**src/sv/fpam_pkg.sv**
```systemverilog
// ----------------------------------------------------------------------------
// fpam_pkg
// Shared constants, codes and types of the adaptive-margin frame pacer.
// ----------------------------------------------------------------------------
package fpam_pkg;

    localparam int HISTORY_DEPTH_DEF = 128;

    localparam int TIME_W   = 48;
    localparam int LAT_W    = 32;
    localparam int RATE_W   = 10;
    localparam int PERIOD_W = 30;
    localparam int FAIL_W   = 11;
    localparam int ACT_W    = 2;
    localparam int PADDR_W  = 4;
    localparam int PDATA_W  = 32;

    localparam logic [ACT_W-1:0] ACT_PROCEED = 2'd0;
    localparam logic [ACT_W-1:0] ACT_SLEEP   = 2'd1;
    localparam logic [ACT_W-1:0] ACT_SPIN    = 2'd2;

    localparam logic CMD_PACE = 1'b0;
    localparam logic CMD_WAKE = 1'b1;

    localparam logic [1:0] REG_ENABLED = 2'd0;
    localparam logic [1:0] REG_RATE    = 2'd1;
    localparam logic [1:0] REG_PERIOD  = 2'd2;

    typedef logic [TIME_W-1:0] time_t;
    typedef logic [LAT_W-1:0]  lat_t;

endpackage

```
**src/sv/fpam_rank.sv**
```systemverilog
// ----------------------------------------------------------------------------
// fpam_rank
// Running top-list and minimum over the latencies streamed out of the chain.
// ----------------------------------------------------------------------------
module fpam_rank
#(
    parameter int SLOTS = 2,
    parameter int KW    = 1
)
(
    input  logic           clk,
    input  logic           rst_n,
    input  logic           clr,
    input  logic           en,
    input  fpam_pkg::lat_t din,
    input  logic [KW-1:0]  k,
    output fpam_pkg::lat_t kth,
    output fpam_pkg::lat_t least
);
    import fpam_pkg::*;

    lat_t             top_reg [SLOTS];
    logic [SLOTS-1:0] tv_reg;
    lat_t             min_reg;
    logic [SLOTS-1:0] ge;

    always_comb
    begin
        for (int i = 0; i < SLOTS; i++)
        begin
            ge[i] = tv_reg[i] && (top_reg[i] >= din);
        end
    end

    always_ff @(posedge clk or negedge rst_n)
    begin
        if (!rst_n)
        begin
            tv_reg <= '0;
        end
        else if (clr)
        begin
            tv_reg <= '0;
        end
        else if (en)
        begin
            tv_reg <= (tv_reg << 1) | SLOTS'(1);
        end
    end

    always_ff @(posedge clk)
    begin
        if (clr)
        begin
            min_reg <= '1;
        end
        else if (en)
        begin
            if (din < min_reg)
            begin
                min_reg <= din;
            end
            for (int i = 0; i < SLOTS; i++)
            begin
                if (!ge[i])
                begin
                    if (i == 0)
                    begin
                        top_reg[i] <= din;
                    end
                    else if (ge[i-1])
                    begin
                        top_reg[i] <= din;
                    end
                    else
                    begin
                        top_reg[i] <= top_reg[i-1];
                    end
                end
            end
        end
    end

    always_comb
    begin
        kth = '0;
        for (int i = 0; i < SLOTS; i++)
        begin
            if (k == KW'(i))
            begin
                kth = top_reg[i];
            end
        end
    end

    assign least = min_reg;

endmodule

```
**config.mk**
```make
export PLATFORM = sky130hd
export DESIGN_NAME = fpam_rank
export DESIGN_NICKNAME = d
export VERILOG_FILES = /design/src/sv/fpam_pkg.sv /design/src/sv/fpam_rank.sv
export SDC_FILE = /design/constraint.sdc
export NUM_CORES = 1
export LEC_CHECK = 0
export ABC_AREA = 1
export BUFFER_PORTS_ARGS = -buffer_cell sky130_fd_sc_hd__buf_2
export CORE_ASPECT_RATIO = 0.8
export CORE_MARGIN = 2
export CORE_UTILIZATION = 54
export CTS_BUF_LIST = sky130_fd_sc_hd__clkbuf_4
export DETAILED_ROUTE_END_ITERATION = 7
export PLACE_DENSITY_LB_ADDON = 0.08
export SLEW_MARGIN = 40
export SYNTH_ARGS = -nofsm -noshare
export SYNTH_HDL_FRONTEND = slang
export SYNTH_SLANG_ARGS = --single-unit
```
**constraint.sdc**
```tcl
create_clock -name clk -period 3.1 [get_ports clk]
set_input_delay 0.155 -clock clk [delete_from_list [all_inputs] [get_ports clk]]
set_output_delay 0.155 -clock clk [all_outputs]
set_load 0.005 [all_outputs]
```
# Word-level counts from Yosys, hierarchy flattened
# Memories as Yosys holds them, arrays and structs flattened.
# Cells that the tools add are included.
# Widths: inputs -> output; s select.
op_classes:
  n_lt_le_gt_ge: 3
  mux: 17
  bitwise: 1
  n_reduce_logical: 4
ops:
  columns: ["cell", "n"]
  rows:
  - ["$ge 32x32->1", 2]
  - ["$mux 32", 2]
  - ["$lt 32x32->1", 1]
  - ["$mux 1", 13]
  - ["$mux 2", 2]
  - ["$logic_and 1x1->1", 2]
  - ["$reduce_and 2->1", 1]
  - ["$reduce_bool 2->1", 1]
  - ["$or 1x1->1", 1]
totals:
  register_bits: 34
  ram_bits: 64
  out_inout_bits: 64
  word_cells: 28
  memories: 1
memory_table:
  columns: ["memory", "words", "word_bits", "read_ports", "rd_clocked_by_memory_dff", "write_ports", "line_no", "source"]
  rows:
  - ["top_reg", 2, 32, 2, 0, 2, "fpam_rank.sv:22", "lat_t top_reg [SLOTS];"]

# Logic depth before layout (Yosys ltp)
logic_depth:
  depth_word: 8
  ltp_mapped: 18
  mapped_depth_nobuf: 17

# Least setup slack after synthesis
# Ideal clock, no wire load.
synth_timing:
  kind: "reg-to-reg"
  startpoint: "mem top_reg[1][5] (netlist name)"
  endpoint: "mem top_reg[1][0] (netlist name) (enable)"
  setup_ns: 0.432
  arrival_ns: 2.775
  required_ns: 2.668
  slack_ns: -0.107
  path_stages_with_launch: 11
  path_buffers: 0
  period_less_slack_ns: 3.207
  path_cell_list: "edfxtp_1 ha_1 a21oi_1 nor2_1 nor2_1 nand2_1 nand2_1 nand2_1 nand2_1 nand3_1 a21oi_1"
synth_lines:
  columns: ["element", "line_no"]
  rows:
  - ["from (decl)", "fpam_rank.sv:22"]

==> reports/metrics.yaml <==
status: "finished, final reports clean"
finalHoldViolCount: 0
drc: 0
gr-total-overflow: 0
insertion_delay_ns: 0.48
powerDensity_nw_per_um2: 425
grt_pass1_wl_um: 26600
final_layout_size_suffix_gt1_share_pct: 20.5
synthTopCellsByArea: "edfxtp_1 29%, ha_1 18%, nand2_1 10%, dfxtp_1 9.7%, mux2_2 5.3%"
clk_pin_slew_ns: 0.15
synthFlopType: "edfxtp_1"
relSlewSlack_pct: 60.4
synth_edf_count: 64
drtAntennaViolNets: 0
p_seq_share_pct: 47.3
power_leakage_nw: 3.97
portBuffers: 100
pre_cts_ws_ns: 0.640
clockBufferDepth: 2
fin_area_um2: 7760
ctsResizeCount: 0
netlist_instances: 747
area_delta_synth_final_pct: 17.7
regArea_um2: 2610
seq_area_frac_synth_pct: 39.6
synth_common_cells: "180 x nand2_1, 95 x ha_1, 91 x inv_1"
core_um2: 12000
synth_most_common_cell: "nand2_1"
cts_buffers: 9
die_width_um: 128
syn-num-nets: 879
worst_pin_slew_ns: 0.592
finalSetupViolations: 0
gp_congestion: 0.825
die_area_um2: 13100
slew_violations: 0
vdd_drop_max_mv: 0.368
dp_hpwl_um: 11700
min_path_type: "input port to flop"
largest_reg_flops: 64
clkPwrFrac_pct: 28.3
reg2reg_from: "top_reg[1][3]"
clock_skew_ns: 0.0220
grt_pass1_vias: 5261
fp.dieH_um: 103
max_freq_ghz: 0.398
p_sw_w: 0.000972
fp-row-count: 36
synth_warnings: 0
synth_area_um2: 6600
antennaDiodeCount: 0
ys_seq_elements: 98
yosysTopAreaCellShare_pct: 29.1
crit_type: "input port to flop"
initial_core_util_pct: 54.8
multi_input_area_um2: 3450
cts.sinks: 98
num-nets-final: 1007
final.setup.tns_ns: 0
critPathRequiredTime_ns: 3.33
p_int_w: 0.00233
fin_crit_sh_pct: 81.1
h-tree-depth: 3
drtIter0Drc: 318
antenna_found_initial: 0
async_flop_share_pct: 2.04
wl_um: 16800
path_max_fanout: 32
viasPerCell: 5.44
ys_types: 33
synth_area_per_cell_um2: 8.83
maxCapViolations: 0
wire_per_inst_um: 16.3
critPathCaptureType: "flop"
vias: 5609
root_buffer: "clkbuf_4"
cp-start-kind: "input port"
n_fill_cell: 1035
yosys.area.top_type: "edfxtp_1"
p_comb_share_pct: 24.3
tritoncts: "done"
drt_first_pass_iters: 4
grt_max_degree: 36
swShare_pct: 29.4
finalCriticalPeriod_ns: 2.52
hp-start: "en"
arrival_ns: 2.75
io_pins: 101
grtUsageTotal_pct: 26.2
placed_area_um2: 7190
layout_setup_ws_ns: 0.585
crit_start: "din[29]"
rsz0062_at_grt: "no"
## repair_timing
item,in CTS,in global routing
endpoints found under the hold margin,93,0
setup buffers,0,0
hold buffers,36,0
## power groups by stage
stage / clock [W] / sequential (W) / combinational [W]
CTS: 0.000963 / 0.00156 / 0.000801
floorplan: 0 / 0.00158 / 0.000503
detailed placement: 0 / 0.00159 / 0.000762
global route: 0.00101 / 0.00157 / 0.000909
finish: 0.000935 / 0.00156 / 0.000803
global placement: 0 / 0.00158 / 0.000739
## worst max-delay path, cell delays in order
cell and delay (ns):
dlygate4sd3_1 0.52, buf_2 0.17, inv_1 0.08, ha_1 0.31, a21oi_1 0.15, o21a_1 0.14, nand2_1 0.08, a21oi_1 0.14
nand3_1 0.17, nand2_2 0.13, nand3_4 0.42, nand2_1 0.20, nand2_1 0.06
## layout make-up
type                    count  share of cell area, %
clock inverters             6                   1.66
repair buffers            146                   12.4
clock buffers              10                  0.967
inverters                  92                   4.45
well taps                 152                   2.45
flip-flops and latches     98                   33.7
multi-input cells         528                   44.4
## path summary, 6_finish.rpt
check                           cells after the start              to  slack (ns)
min in group asynchronous                           3       tv_reg[1]        0.55
worst max register to register                     13  top_reg[1][24]        0.59
max in group asynchronous                           3       tv_reg[0]        2.42
worst min register to register                      2        least[5]        0.49
worst min-delay path                                3       tv_reg[1]        0.32
worst max-delay path                               13  top_reg[1][24]        0.58
## kinds of logic (layout without fill, tap and decap cells)
group | after synthesis | in the layout | share of synthesized area, %
muxes | 31 | 31 | 5.29
buffers and inverters | 121 | 254 | 8.31
AOI/OAI and AO/OA | 65 | 65 | 5.79
and+or+nand+nor | 337 | 337 | 23.0
adders and majority gates | 95 | 95 | 18.0
DFF | 98 | 98 | 39.6
## per-layer routing
layer  vias up  track usage [%]  share of wire (%)
li1       2801                -                  -
met1      2636             38.0                 50
met2       160             41.1                 44
met3        12             4.88                5.4
met4         0             5.83               0.88
met5         -                0                  0
## cells in the final DEF (no fill, tap or decap), types with 2 or more instances in the layout
master / n
ha_1: 95
o21ai_1: 3
dfrtp_1: 2
buf_4: 9
nand2_2: 14
buf_12: 2
buf_2: 99
edfxtp_1: 64
nand4_1: 39
a21o_1: 3
inv_1: 90
inv_2: 2
nor2_1: 29
o21bai_1: 2
dlygate4sd3_1: 36
a21oi_1: 41
bufinv_16: 4
o21a_1: 5
clkbuf_4: 10
o21ai_0: 5
dfxtp_1: 32
a21oi_4: 3
nor2_2: 2
mux2_2: 31
nand3_1: 69
nand2_1: 180
## stage by stage
step                power [W]  util (%)  hold WS, ns  cells
floorplan             0.00208         -       -0.141    747
global placement      0.00232      59.8      -0.0578    980
detailed placement    0.00235      59.8      -0.0525    980
CTS                   0.00333      64.5        0.247   1032
global route          0.00349      64.5        0.265   1032
finish                0.00330      64.5        0.320   1032
No activity file was read; power rests on OpenSTA's default activity.
