### config.mk
export PLATFORM = sky130hd
export DESIGN_NAME = fpam_cell
export DESIGN_NICKNAME = d
export VERILOG_FILES = /design/src/sv/fpam_pkg.sv /design/src/sv/fpam_cell.sv
export SDC_FILE = /design/constraint.sdc
export NUM_CORES = 1
export LEC_CHECK = 0
export ABC_CLOCK_PERIOD_IN_PS = 800
export BUFFER_PORTS_ARGS = -buffer_cell sky130_fd_sc_hd__buf_2
export CORE_MARGIN = 8
export CORE_UTILIZATION = 39
export DETAILED_ROUTE_END_ITERATION = 8
export PLACE_DENSITY = 0.8
export SYNTH_ARGS = -nofsm -noshare
export SYNTH_HDL_FRONTEND = slang
export SYNTH_SLANG_ARGS = --single-unit
### constraint.sdc
create_clock -name clk -period 0.8 [get_ports clk]
set_clock_uncertainty 0.05 [all_clocks]
set_input_delay 0.12 -clock clk [delete_from_list [all_inputs] [get_ports clk]]
set_output_delay 0.12 -clock clk [all_outputs]
set_load 0.05 [all_outputs]
### src/sv/fpam_pkg.sv
// ----------------------------------------------------------------------------
// fpam_pkg
// Shared constants, codes and types of the adaptive-margin frame pacer.
// ----------------------------------------------------------------------------
package fpam_pkg;

    localparam int HISTORY_DEPTH_DEF = 128;

    localparam int TIME_W   = 48;
    localparam int LAT_W    = 32;
    localparam int RATE_W   = 10;
    localparam int PERIOD_W = 30;
    localparam int FAIL_W   = 11;
    localparam int ACT_W    = 2;
    localparam int PADDR_W  = 4;
    localparam int PDATA_W  = 32;

    localparam logic [ACT_W-1:0] ACT_PROCEED = 2'd0;
    localparam logic [ACT_W-1:0] ACT_SLEEP   = 2'd1;
    localparam logic [ACT_W-1:0] ACT_SPIN    = 2'd2;

    localparam logic CMD_PACE = 1'b0;
    localparam logic CMD_WAKE = 1'b1;

    localparam logic [1:0] REG_ENABLED = 2'd0;
    localparam logic [1:0] REG_RATE    = 2'd1;
    localparam logic [1:0] REG_PERIOD  = 2'd2;

    typedef logic [TIME_W-1:0] time_t;
    typedef logic [LAT_W-1:0]  lat_t;

endpackage

### src/sv/fpam_cell.sv
// ----------------------------------------------------------------------------
// fpam_cell
// One latency cell of the history chain; takes its neighbour's value on shift.
// ----------------------------------------------------------------------------
module fpam_cell
(
    input  logic           clk,
    input  logic           shift,
    input  fpam_pkg::lat_t din,
    output fpam_pkg::lat_t dout
);
    import fpam_pkg::*;

    lat_t value_reg;

    always_ff @(posedge clk)
    begin
        if (shift)
        begin
            value_reg <= din;
        end
    end

    assign dout = value_reg;

endmodule

## Word level (Yosys, flattened, before mapping)

Cells that the tools add are included.

| storage, ports and cells | value |
|---|---|
| register bits after elaboration | 32 |
| input port bits | 34 |
| output and inout port bits | 32 |
| logic and storage cells | 1 |

## Logic depth before layout (Yosys ltp)

Gate-level depths: netlist of the first run.

| depth | value |
|---|---|
| depth after elaboration | 0 |
| depth in mapped cells | 0 |
| depth with buffers taken out | 0 |

## Least setup slack after synthesis of the first run

No wires, ideal clock.

| timing path | value |
|---|---|
| kind | flip-flop to output port |
| from | reg value_reg[0] (netlist: dout[0]) |
| to | out dout[0] |
| arrival time | 0.601 ns |
| required time | 0.630 ns |
| setup slack | 0.029 ns |
| cell stages (with the launch flop) | 1 |
| buffers on the path | 0 |
| path through | edfxtp_1 |

RTL lines:

| item | line | text |
|---|---|---|
| from (decl) | fpam_cell.sv:14 | `lat_t value_reg;` |
| from (signal assigned) | fpam_cell.sv:20 | `value_reg <= din;` |
| to (decl) | fpam_cell.sv:10 | `output fpam_pkg::lat_t dout` |

No word-level cell between the ends.

## Worst setup path in the final report of the first run

| timing path | value |
|---|---|
| from | reg value_reg[14] (netlist: dout[14]) |
| to | out dout[14] |

No word-level cell between the ends.

==> results of run 1 <==
power breakdown:
group          internal (uW)  total, uW  switching (uW)
combinational            413       1000             588
sequential              1990       2060            64.6
clock                    655       1160             505
total                   3060       4220            1160
logic make-up (layout without fill, tap and decap cells):
kind of cell | after synthesis | after routing | synth area share (%)
DFF | 32 | 32 | 100
buffers and inverters | 0 | 107 | 0
per-stage QoR:
| step | util [%] | total power [uW] | hold WS, ns | instance area (um^2) |
|---|---|---|---|---|
| after floorplan | - | 2530 | 0.169 | 961 |
| after global placement | 56.6 | 2760 | 0.247 | 1360 |
| after detailed placement | 56.6 | 2790 | 0.248 | 1360 |
| after CTS | 81.4 | 4250 | 0.154 | 1960 |
| after global routing | 81.4 | 4370 | 0.163 | 1960 |
| final | 81.4 | 4220 | 0.176 | 1960 |
Yosys cell counts:
master,count,area (um^2)
sky130_fd_sc_hd__edfxtp_1,32,961
final cells by class:
type | instances | area (um^2) | area share, %
Clock inverter | 2 | 35.0 | 1.79
Clock buffer | 6 | 41.3 | 2.11
Sequential cell | 32 | 961 | 49.0
Tap cell | 30 | 37.5 | 1.91
Timing Repair Buffer | 99 | 886 | 45.2
per-layer routing:
metal	wire length [um]	global-route usage [%]	share of wire, %	vias up
met3	266	7.65	9.3	2
met5	0	0	0	-
li1	-	-	-	344
met2	1600	25.1	56	41
met1	955	12.2	34	330
met4	23	5.99	0.81	0
timing repair:
action | 4_1_cts | 5_1_grt
hold buffers | 32 | 0
pin swaps | 0 | 0
hold endpoints to repair | 32 | 0
resized for setup | 64 | 0
setup endpoints to repair | 32 | 32
worst max-delay path by stage:
stage	start	end
3_5_place_dp	shift	dout[17]
2_1_floorplan	dout[0]	dout[0]
6_report	dout[14]	dout[14]
3_3_place_gp	shift	dout[31]
4_1_cts	dout[20]	dout[20]
5_1_grt	dout[14]	dout[14]
==> metrics.txt, run 1 <==
# TYPE chip_impl_metric gauge
chip_impl_info{name="outcome",value="complete, but fails checks"} 1
chip_impl_info{name="violations",value="negative setup slack"} 1
chip_impl_metric{name="drcViolationCount",unit=""} 0
chip_impl_metric{name="worst_ep_required_time",unit="ns"} 0.63
chip_impl_metric{name="die_w",unit="um"} 65.6
chip_impl_metric{name="maxSlewViolCount",unit=""} 0
chip_impl_metric{name="cp_data_arrival_time",unit="ns"} 0.92
chip_impl_metric{name="transition_time_at_the_pin_with_the_least_slew_margin",unit="ns"} 0.115
chip_impl_metric{name="powerDensity",unit="nW/um^2"} 2150
chip_impl_metric{name="seq_area_frac_synth",unit="%"} 100
chip_impl_metric{name="port-buffer-count",unit=""} 65
chip_impl_metric{name="drtPass1Iterations",unit=""} 4
chip_impl_metric{name="die_area",unit="um^2"} 4310
chip_impl_metric{name="dpl_worst_slack",unit="ns"} 0.0203
chip_impl_metric{name="detail_route.vias_per_cell",unit=""} 4.24
chip_impl_info{name="min_path_type",value="input pin to flip-flop"} 1
chip_impl_metric{name="ioPinCount",unit=""} 66
chip_impl_metric{name="initial_antenna_violation_count",unit=""} 0
chip_impl_metric{name="cts.repair_timing.setup_buffer_count",unit=""} 0
chip_impl_metric{name="multi_input_area",unit="um^2"} 0
chip_impl_info{name="worst_path_dominant_cell_family",value="flip-flops"} 1
chip_impl_metric{name="grtUsageTotal",unit="%"} 13.9
chip_impl_info{name="layout_common_cells",value="sky130_fd_sc_hd__buf_2 (33), sky130_fd_sc_hd__edfxtp_1 (32), sky130_fd_sc_hd__dlygate4sd3_1 (32), sky130_fd_sc_hd__buf_6 (32), sky130_fd_sc_hd__clkbuf_4 (5)"} 1
chip_impl_info{name="clock_tree.root_cell",value="sky130_fd_sc_hd__clkbuf_4"} 1
chip_impl_info{name="crit_path_top_delay_cell",value="sky130_fd_sc_hd__edfxtp_1"} 1
chip_impl_metric{name="synth_seq_cells",unit=""} 32
chip_impl_metric{name="finalWorstPathRequiredPeriod",unit="ns"} 1.09
chip_impl_metric{name="layoutNonFillerInstCount",unit=""} 169
chip_impl_metric{name="grt_pass1_vias",unit=""} 877
chip_impl_metric{name="layout.comb_gates.multi_input",unit=""} 0
chip_impl_metric{name="cts_buffer_depth",unit=""} 2
chip_impl_metric{name="slew_margin_rel",unit="%"} 92.3
chip_impl_metric{name="clkSlewWorstSetupHoldPaths",unit="ns"} 0.09
chip_impl_info{name="worstSetupEndpointType",value="output port"} 1
chip_impl_info{name="tritoncts",value="yes"} 1
chip_impl_metric{name="path_buf_inv",unit=""} 1
chip_impl_info{name="min_from",value="shift"} 1
chip_impl_metric{name="route.vias.total",unit=""} 717
chip_impl_metric{name="worstPathMaxFanout",unit=""} 1
chip_impl_metric{name="mappedNetlistArea",unit="um^2"} 961
chip_impl_metric{name="layout-drive-gt1-share",unit="%"} 53.2
chip_impl_metric{name="syn_inst",unit=""} 32
chip_impl_metric{name="grt_first_pass_wirelength",unit="mm"} 4.37
chip_impl_metric{name="fin_crit_sh",unit="%"} 136
chip_impl_metric{name="yosysUniqueCellTypes",unit=""} 1
chip_impl_metric{name="largest_reg_flops",unit=""} 32
chip_impl_metric{name="drv.max_cap_violation_count",unit=""} 0
chip_impl_metric{name="insertedDiodeCount",unit=""} 0
chip_impl_metric{name="critical_path_depth",unit=""} 1
chip_impl_metric{name="place_congestion",unit=""} 0.680
chip_impl_metric{name="clock-sinks",unit=""} 32
chip_impl_metric{name="core_area",unit="um^2"} 2410
chip_impl_metric{name="crit_path_max_cell_delay",unit="ns"} 0.43
chip_impl_metric{name="wire_per_inst",unit="um"} 16.8
chip_impl_metric{name="fin_nets",unit=""} 172
chip_impl_metric{name="place_inst",unit=""} 129
chip_impl_metric{name="hold_viol",unit=""} 0
chip_impl_metric{name="synth_nets",unit=""} 66
chip_impl_metric{name="cell_depth_of_the_worst_min_delay_path",unit=""} 2
chip_impl_info{name="crit_path_cell_trace",value="buf_6"} 1
chip_impl_metric{name="timing.final.ws_setup",unit="ns"} -0.292
chip_impl_metric{name="initial_core_util",unit="%"} 39.9
chip_impl_info{name="cp-start-kind",value="flip-flop"} 1
chip_impl_metric{name="die_height",unit="um"} 65.6
chip_impl_metric{name="detail_route.iter0.violations",unit=""} 12
chip_impl_metric{name="route.antenna.remaining_nets",unit=""} 0
chip_impl_metric{name="grt.overflow.total",unit=""} 0
chip_impl_metric{name="power_leakage",unit="uW"} 0.000831
chip_impl_metric{name="total_of_endpoints_with_negative_setup_slack_in_the_final_report",unit=""} 32
chip_impl_metric{name="power.ir.vdd_worst",unit="mV"} 1.89
chip_impl_metric{name="htreeDepth",unit=""} 2
chip_impl_metric{name="max_freq",unit="GHz"} 0.916
chip_impl_metric{name="totalNegativeSetupSlack",unit="ns"} -7.93
chip_impl_metric{name="row_count",unit=""} 18
chip_impl_metric{name="cts_inserted_buffers",unit=""} 5
chip_impl_metric{name="wire_length_reported_by_the_detailed_router",unit="mm"} 2.85
chip_impl_metric{name="area_delta_synth_final",unit="%"} 104
chip_impl_metric{name="avgSynthCellArea",unit="um^2"} 30.0
chip_impl_metric{name="grt_start_max_net_pins",unit=""} 19
chip_impl_metric{name="dp.final_hpwl",unit="mm"} 1.75
chip_impl_info{name="worstSetupPathType",value="flip-flop to output port"} 1
chip_impl_metric{name="synthesis.yosys.warnings",unit=""} 0
chip_impl_metric{name="n_fill_cell",unit=""} 141
chip_impl_info{name="layout.cells.most_common",value="sky130_fd_sc_hd__buf_2"} 1
chip_impl_info{name="rsz0062_at_grt",value="yes"} 1
chip_impl_info{name="min_delay_worst_endpoint",value="dout[14]"} 1
(Power assumes the default switching activity.)
==> inputs of run 2 (changes only) <==
--- a/config.mk
+++ b/config.mk
@@ -5,12 +5,12 @@
 export SDC_FILE = /design/constraint.sdc
 export NUM_CORES = 1
 export LEC_CHECK = 0
-export ABC_CLOCK_PERIOD_IN_PS = 800
+export ABC_CLOCK_PERIOD_IN_PS = 1300
 export BUFFER_PORTS_ARGS = -buffer_cell sky130_fd_sc_hd__buf_2
 export CORE_MARGIN = 8
-export CORE_UTILIZATION = 39
+export CORE_UTILIZATION = 42
 export DETAILED_ROUTE_END_ITERATION = 8
-export PLACE_DENSITY = 0.8
+export PLACE_DENSITY = 0.85
 export SYNTH_ARGS = -nofsm -noshare
 export SYNTH_HDL_FRONTEND = slang
 export SYNTH_SLANG_ARGS = --single-unit
==> constraint.sdc (replaced) <==
create_clock -name clk -period 1.3 [get_ports clk]
set_clock_uncertainty 0.05 [all_clocks]
set_input_delay 0.195 -clock clk [delete_from_list [all_inputs] [get_ports clk]]
set_output_delay 0.195 -clock clk [all_outputs]
set_load 0.05 [all_outputs]
==> run 2 against run 1 <==
Against the previous run:
- the flow now finishes without violations
- worst setup slack better by 0.42 ns
- largest cell class unchanged
- first-iteration DRC count grew 67%
- die area fell by 5.4%
- critical path type unchanged
- cell count decreased by 2.4%
- worst hold slack got worse by 0.085 ns
- combinational power decreased by 49%
- critical path depth unchanged
==> metrics.txt, run 2 (same netlist as run 1, synthesis figures left out) <==
# TYPE chip_impl_metric gauge
chip_impl_info{name="worstSetupEndpointType",value="output port"} 1
chip_impl_metric{name="grt_pass1_vias",unit=""} 819
chip_impl_metric{name="cts_inserted_buffers",unit=""} 5
chip_impl_metric{name="power.ir.vdd_worst",unit="mV"} 0.812
chip_impl_metric{name="detail_route.vias_per_cell",unit=""} 4.25
chip_impl_info{name="worstSetupPathType",value="flip-flop to output port"} 1
chip_impl_metric{name="grt_start_max_net_pins",unit=""} 31
chip_impl_metric{name="total_of_endpoints_with_negative_setup_slack_in_the_final_report",unit=""} 0
chip_impl_metric{name="slew_margin_rel",unit="%"} 82.9
chip_impl_info{name="layout.cells.most_common",value="sky130_fd_sc_hd__buf_2"} 1
chip_impl_metric{name="powerDensity",unit="nW/um^2"} 1300
chip_impl_metric{name="core_area",unit="um^2"} 2190
chip_impl_metric{name="worst_ep_required_time",unit="ns"} 1.05
chip_impl_info{name="worst_path_dominant_cell_family",value="flip-flops"} 1
chip_impl_metric{name="ioPinCount",unit=""} 66
chip_impl_info{name="outcome",value="finished, final reports clean"} 1
chip_impl_metric{name="n_fill_cell",unit=""} 123
chip_impl_metric{name="largest_reg_flops",unit=""} 32
chip_impl_metric{name="wire_length_reported_by_the_detailed_router",unit="mm"} 2.39
chip_impl_metric{name="p_int",unit="uW"} 1570
chip_impl_metric{name="power.clock.fraction",unit="%"} 21.3
chip_impl_info{name="min_path_type",value="input pin to flip-flop"} 1
chip_impl_metric{name="path_buf_inv",unit=""} 1
chip_impl_metric{name="initial_antenna_violation_count",unit=""} 0
chip_impl_metric{name="row_count",unit=""} 17
chip_impl_metric{name="drtPass1Iterations",unit=""} 4
chip_impl_metric{name="power.sequential.fraction",unit="%"} 55.8
chip_impl_metric{name="cts_buffer_depth",unit=""} 2
chip_impl_info{name="cp-start-kind",value="flip-flop"} 1
chip_impl_metric{name="netSwitchingPower",unit="uW"} 658
chip_impl_metric{name="area_delta_synth_final",unit="%"} 77.6
chip_impl_metric{name="drcViolationCount",unit=""} 0
chip_impl_info{name="tritoncts",value="yes"} 1
chip_impl_metric{name="comb_power_share",unit="%"} 22.9
chip_impl_metric{name="die_w",unit="um"} 63.8
chip_impl_metric{name="max_freq",unit="GHz"} 0.856
chip_impl_metric{name="drv.max_cap_violation_count",unit=""} 0
chip_impl_metric{name="worstPathMaxFanout",unit=""} 1
chip_impl_metric{name="crit_path_max_cell_delay",unit="ns"} 0.38
chip_impl_metric{name="cp_data_arrival_time",unit="ns"} 0.92
chip_impl_metric{name="wire_per_inst",unit="um"} 14.5
chip_impl_metric{name="layout.comb_gates.multi_input",unit=""} 0
chip_impl_metric{name="totalNegativeSetupSlack",unit="ns"} 0
chip_impl_metric{name="grt.overflow.total",unit=""} 0
chip_impl_metric{name="clkSlewWorstSetupHoldPaths",unit="ns"} 0.09
chip_impl_metric{name="finalWorstPathRequiredPeriod",unit="ns"} 1.17
chip_impl_info{name="rsz0062_at_grt",value="no"} 1
chip_impl_metric{name="fin_nets",unit=""} 171
chip_impl_metric{name="p_sw_share",unit="%"} 29.6
chip_impl_metric{name="hold_viol",unit=""} 0
chip_impl_metric{name="multi_input_area",unit="um^2"} 0
chip_impl_metric{name="detail_route.iter0.violations",unit=""} 20
chip_impl_metric{name="route.vias.total",unit=""} 702
chip_impl_metric{name="grtUsageTotal",unit="%"} 12.4
chip_impl_metric{name="layout-drive-gt1-share",unit="%"} 51.8
chip_impl_metric{name="place_congestion",unit=""} 0.764
chip_impl_metric{name="clock-sinks",unit=""} 32
chip_impl_metric{name="route.antenna.remaining_nets",unit=""} 0
chip_impl_metric{name="transition_time_at_the_pin_with_the_least_slew_margin",unit="ns"} 0.259
chip_impl_info{name="crit_path_cell_trace",value="buf_2"} 1
chip_impl_metric{name="fin_util",unit="%"} 77.9
chip_impl_metric{name="die_area",unit="um^2"} 4070
chip_impl_metric{name="totalPowerFinal",unit="uW"} 2220
chip_impl_metric{name="power_leakage",unit="uW"} 0.000738
chip_impl_metric{name="htreeDepth",unit=""} 2
chip_impl_metric{name="initial_core_util",unit="%"} 43.9
chip_impl_info{name="crit_path_top_delay_cell",value="sky130_fd_sc_hd__edfxtp_1"} 1
chip_impl_metric{name="fin_crit_sh",unit="%"} 89.8
chip_impl_metric{name="insertedDiodeCount",unit=""} 0
chip_impl_info{name="layout_common_cells",value="sky130_fd_sc_hd__buf_2 (65), sky130_fd_sc_hd__edfxtp_1 (32), sky130_fd_sc_hd__dlygate4sd3_1 (32)"} 1
chip_impl_info{name="clock_tree.root_cell",value="sky130_fd_sc_hd__clkbuf_4"} 1
chip_impl_metric{name="die_height",unit="um"} 63.8
chip_impl_metric{name="maxSlewViolCount",unit=""} 0
chip_impl_metric{name="grt_first_pass_wirelength",unit="mm"} 3.84
chip_impl_metric{name="port-buffer-count",unit=""} 65
## run 2: per-stage QoR
| step | hold WS [ns] | instance area [um^2] | setup WS (ns) | std cells |
|---|---|---|---|---|
| after floorplan | 0.244 | 961 | 0.454 | 32 |
| after global placement | 0.321 | 1340 | 0.411 | 126 |
| after detailed placement | 0.323 | 1340 | 0.402 | 126 |
| after CTS | 0.000116 | 1700 | 0.118 | 164 |
| after global routing | 0.0716 | 1710 | 0.0791 | 165 |
| final | 0.0905 | 1710 | 0.132 | 165 |
## run 2: layout make-up
class / instances / area (um^2) / share of cell area (%)
clock inverter: 2 / 7.51 / 0.440
clock buffer: 5 / 37.5 / 2.20
tap: 28 / 35.0 / 2.05
sequential: 32 / 961 / 56.3
timing repair buffer: 98 / 666 / 39.0
## run 2: path summary, 6_finish.rpt
kind,end,slack [ns],cells past startpoint,from
setup / recovery,dout[18],0.13,1,dout[18]
hold / removal,dout[26],0.09,1,shift
## run 2: power groups by stage
stage	clock network (uW)	registers (uW)	logic, uW
floorplan	0	1560	0
global placement	0	1260	435
detailed placement	0	1270	438
CTS	501	1240	510
global route	528	1250	533
finish	474	1240	509
## run 2: routing by layer
layer	vias up	track usage, %	part of all wire [%]
li1	338	-	-
met1	312	10.7	33
met2	48	21.1	51
met3	4	8.36	14
met4	0	6.69	1.2
met5	-	0	0
## run 2: what timing repair did
item	CTS	global route
hold endpoints to repair	31	1
hold buffers	31	1
endpoints found under the setup margin	0	0
setup buffers	0	0
resized for setup	0	0
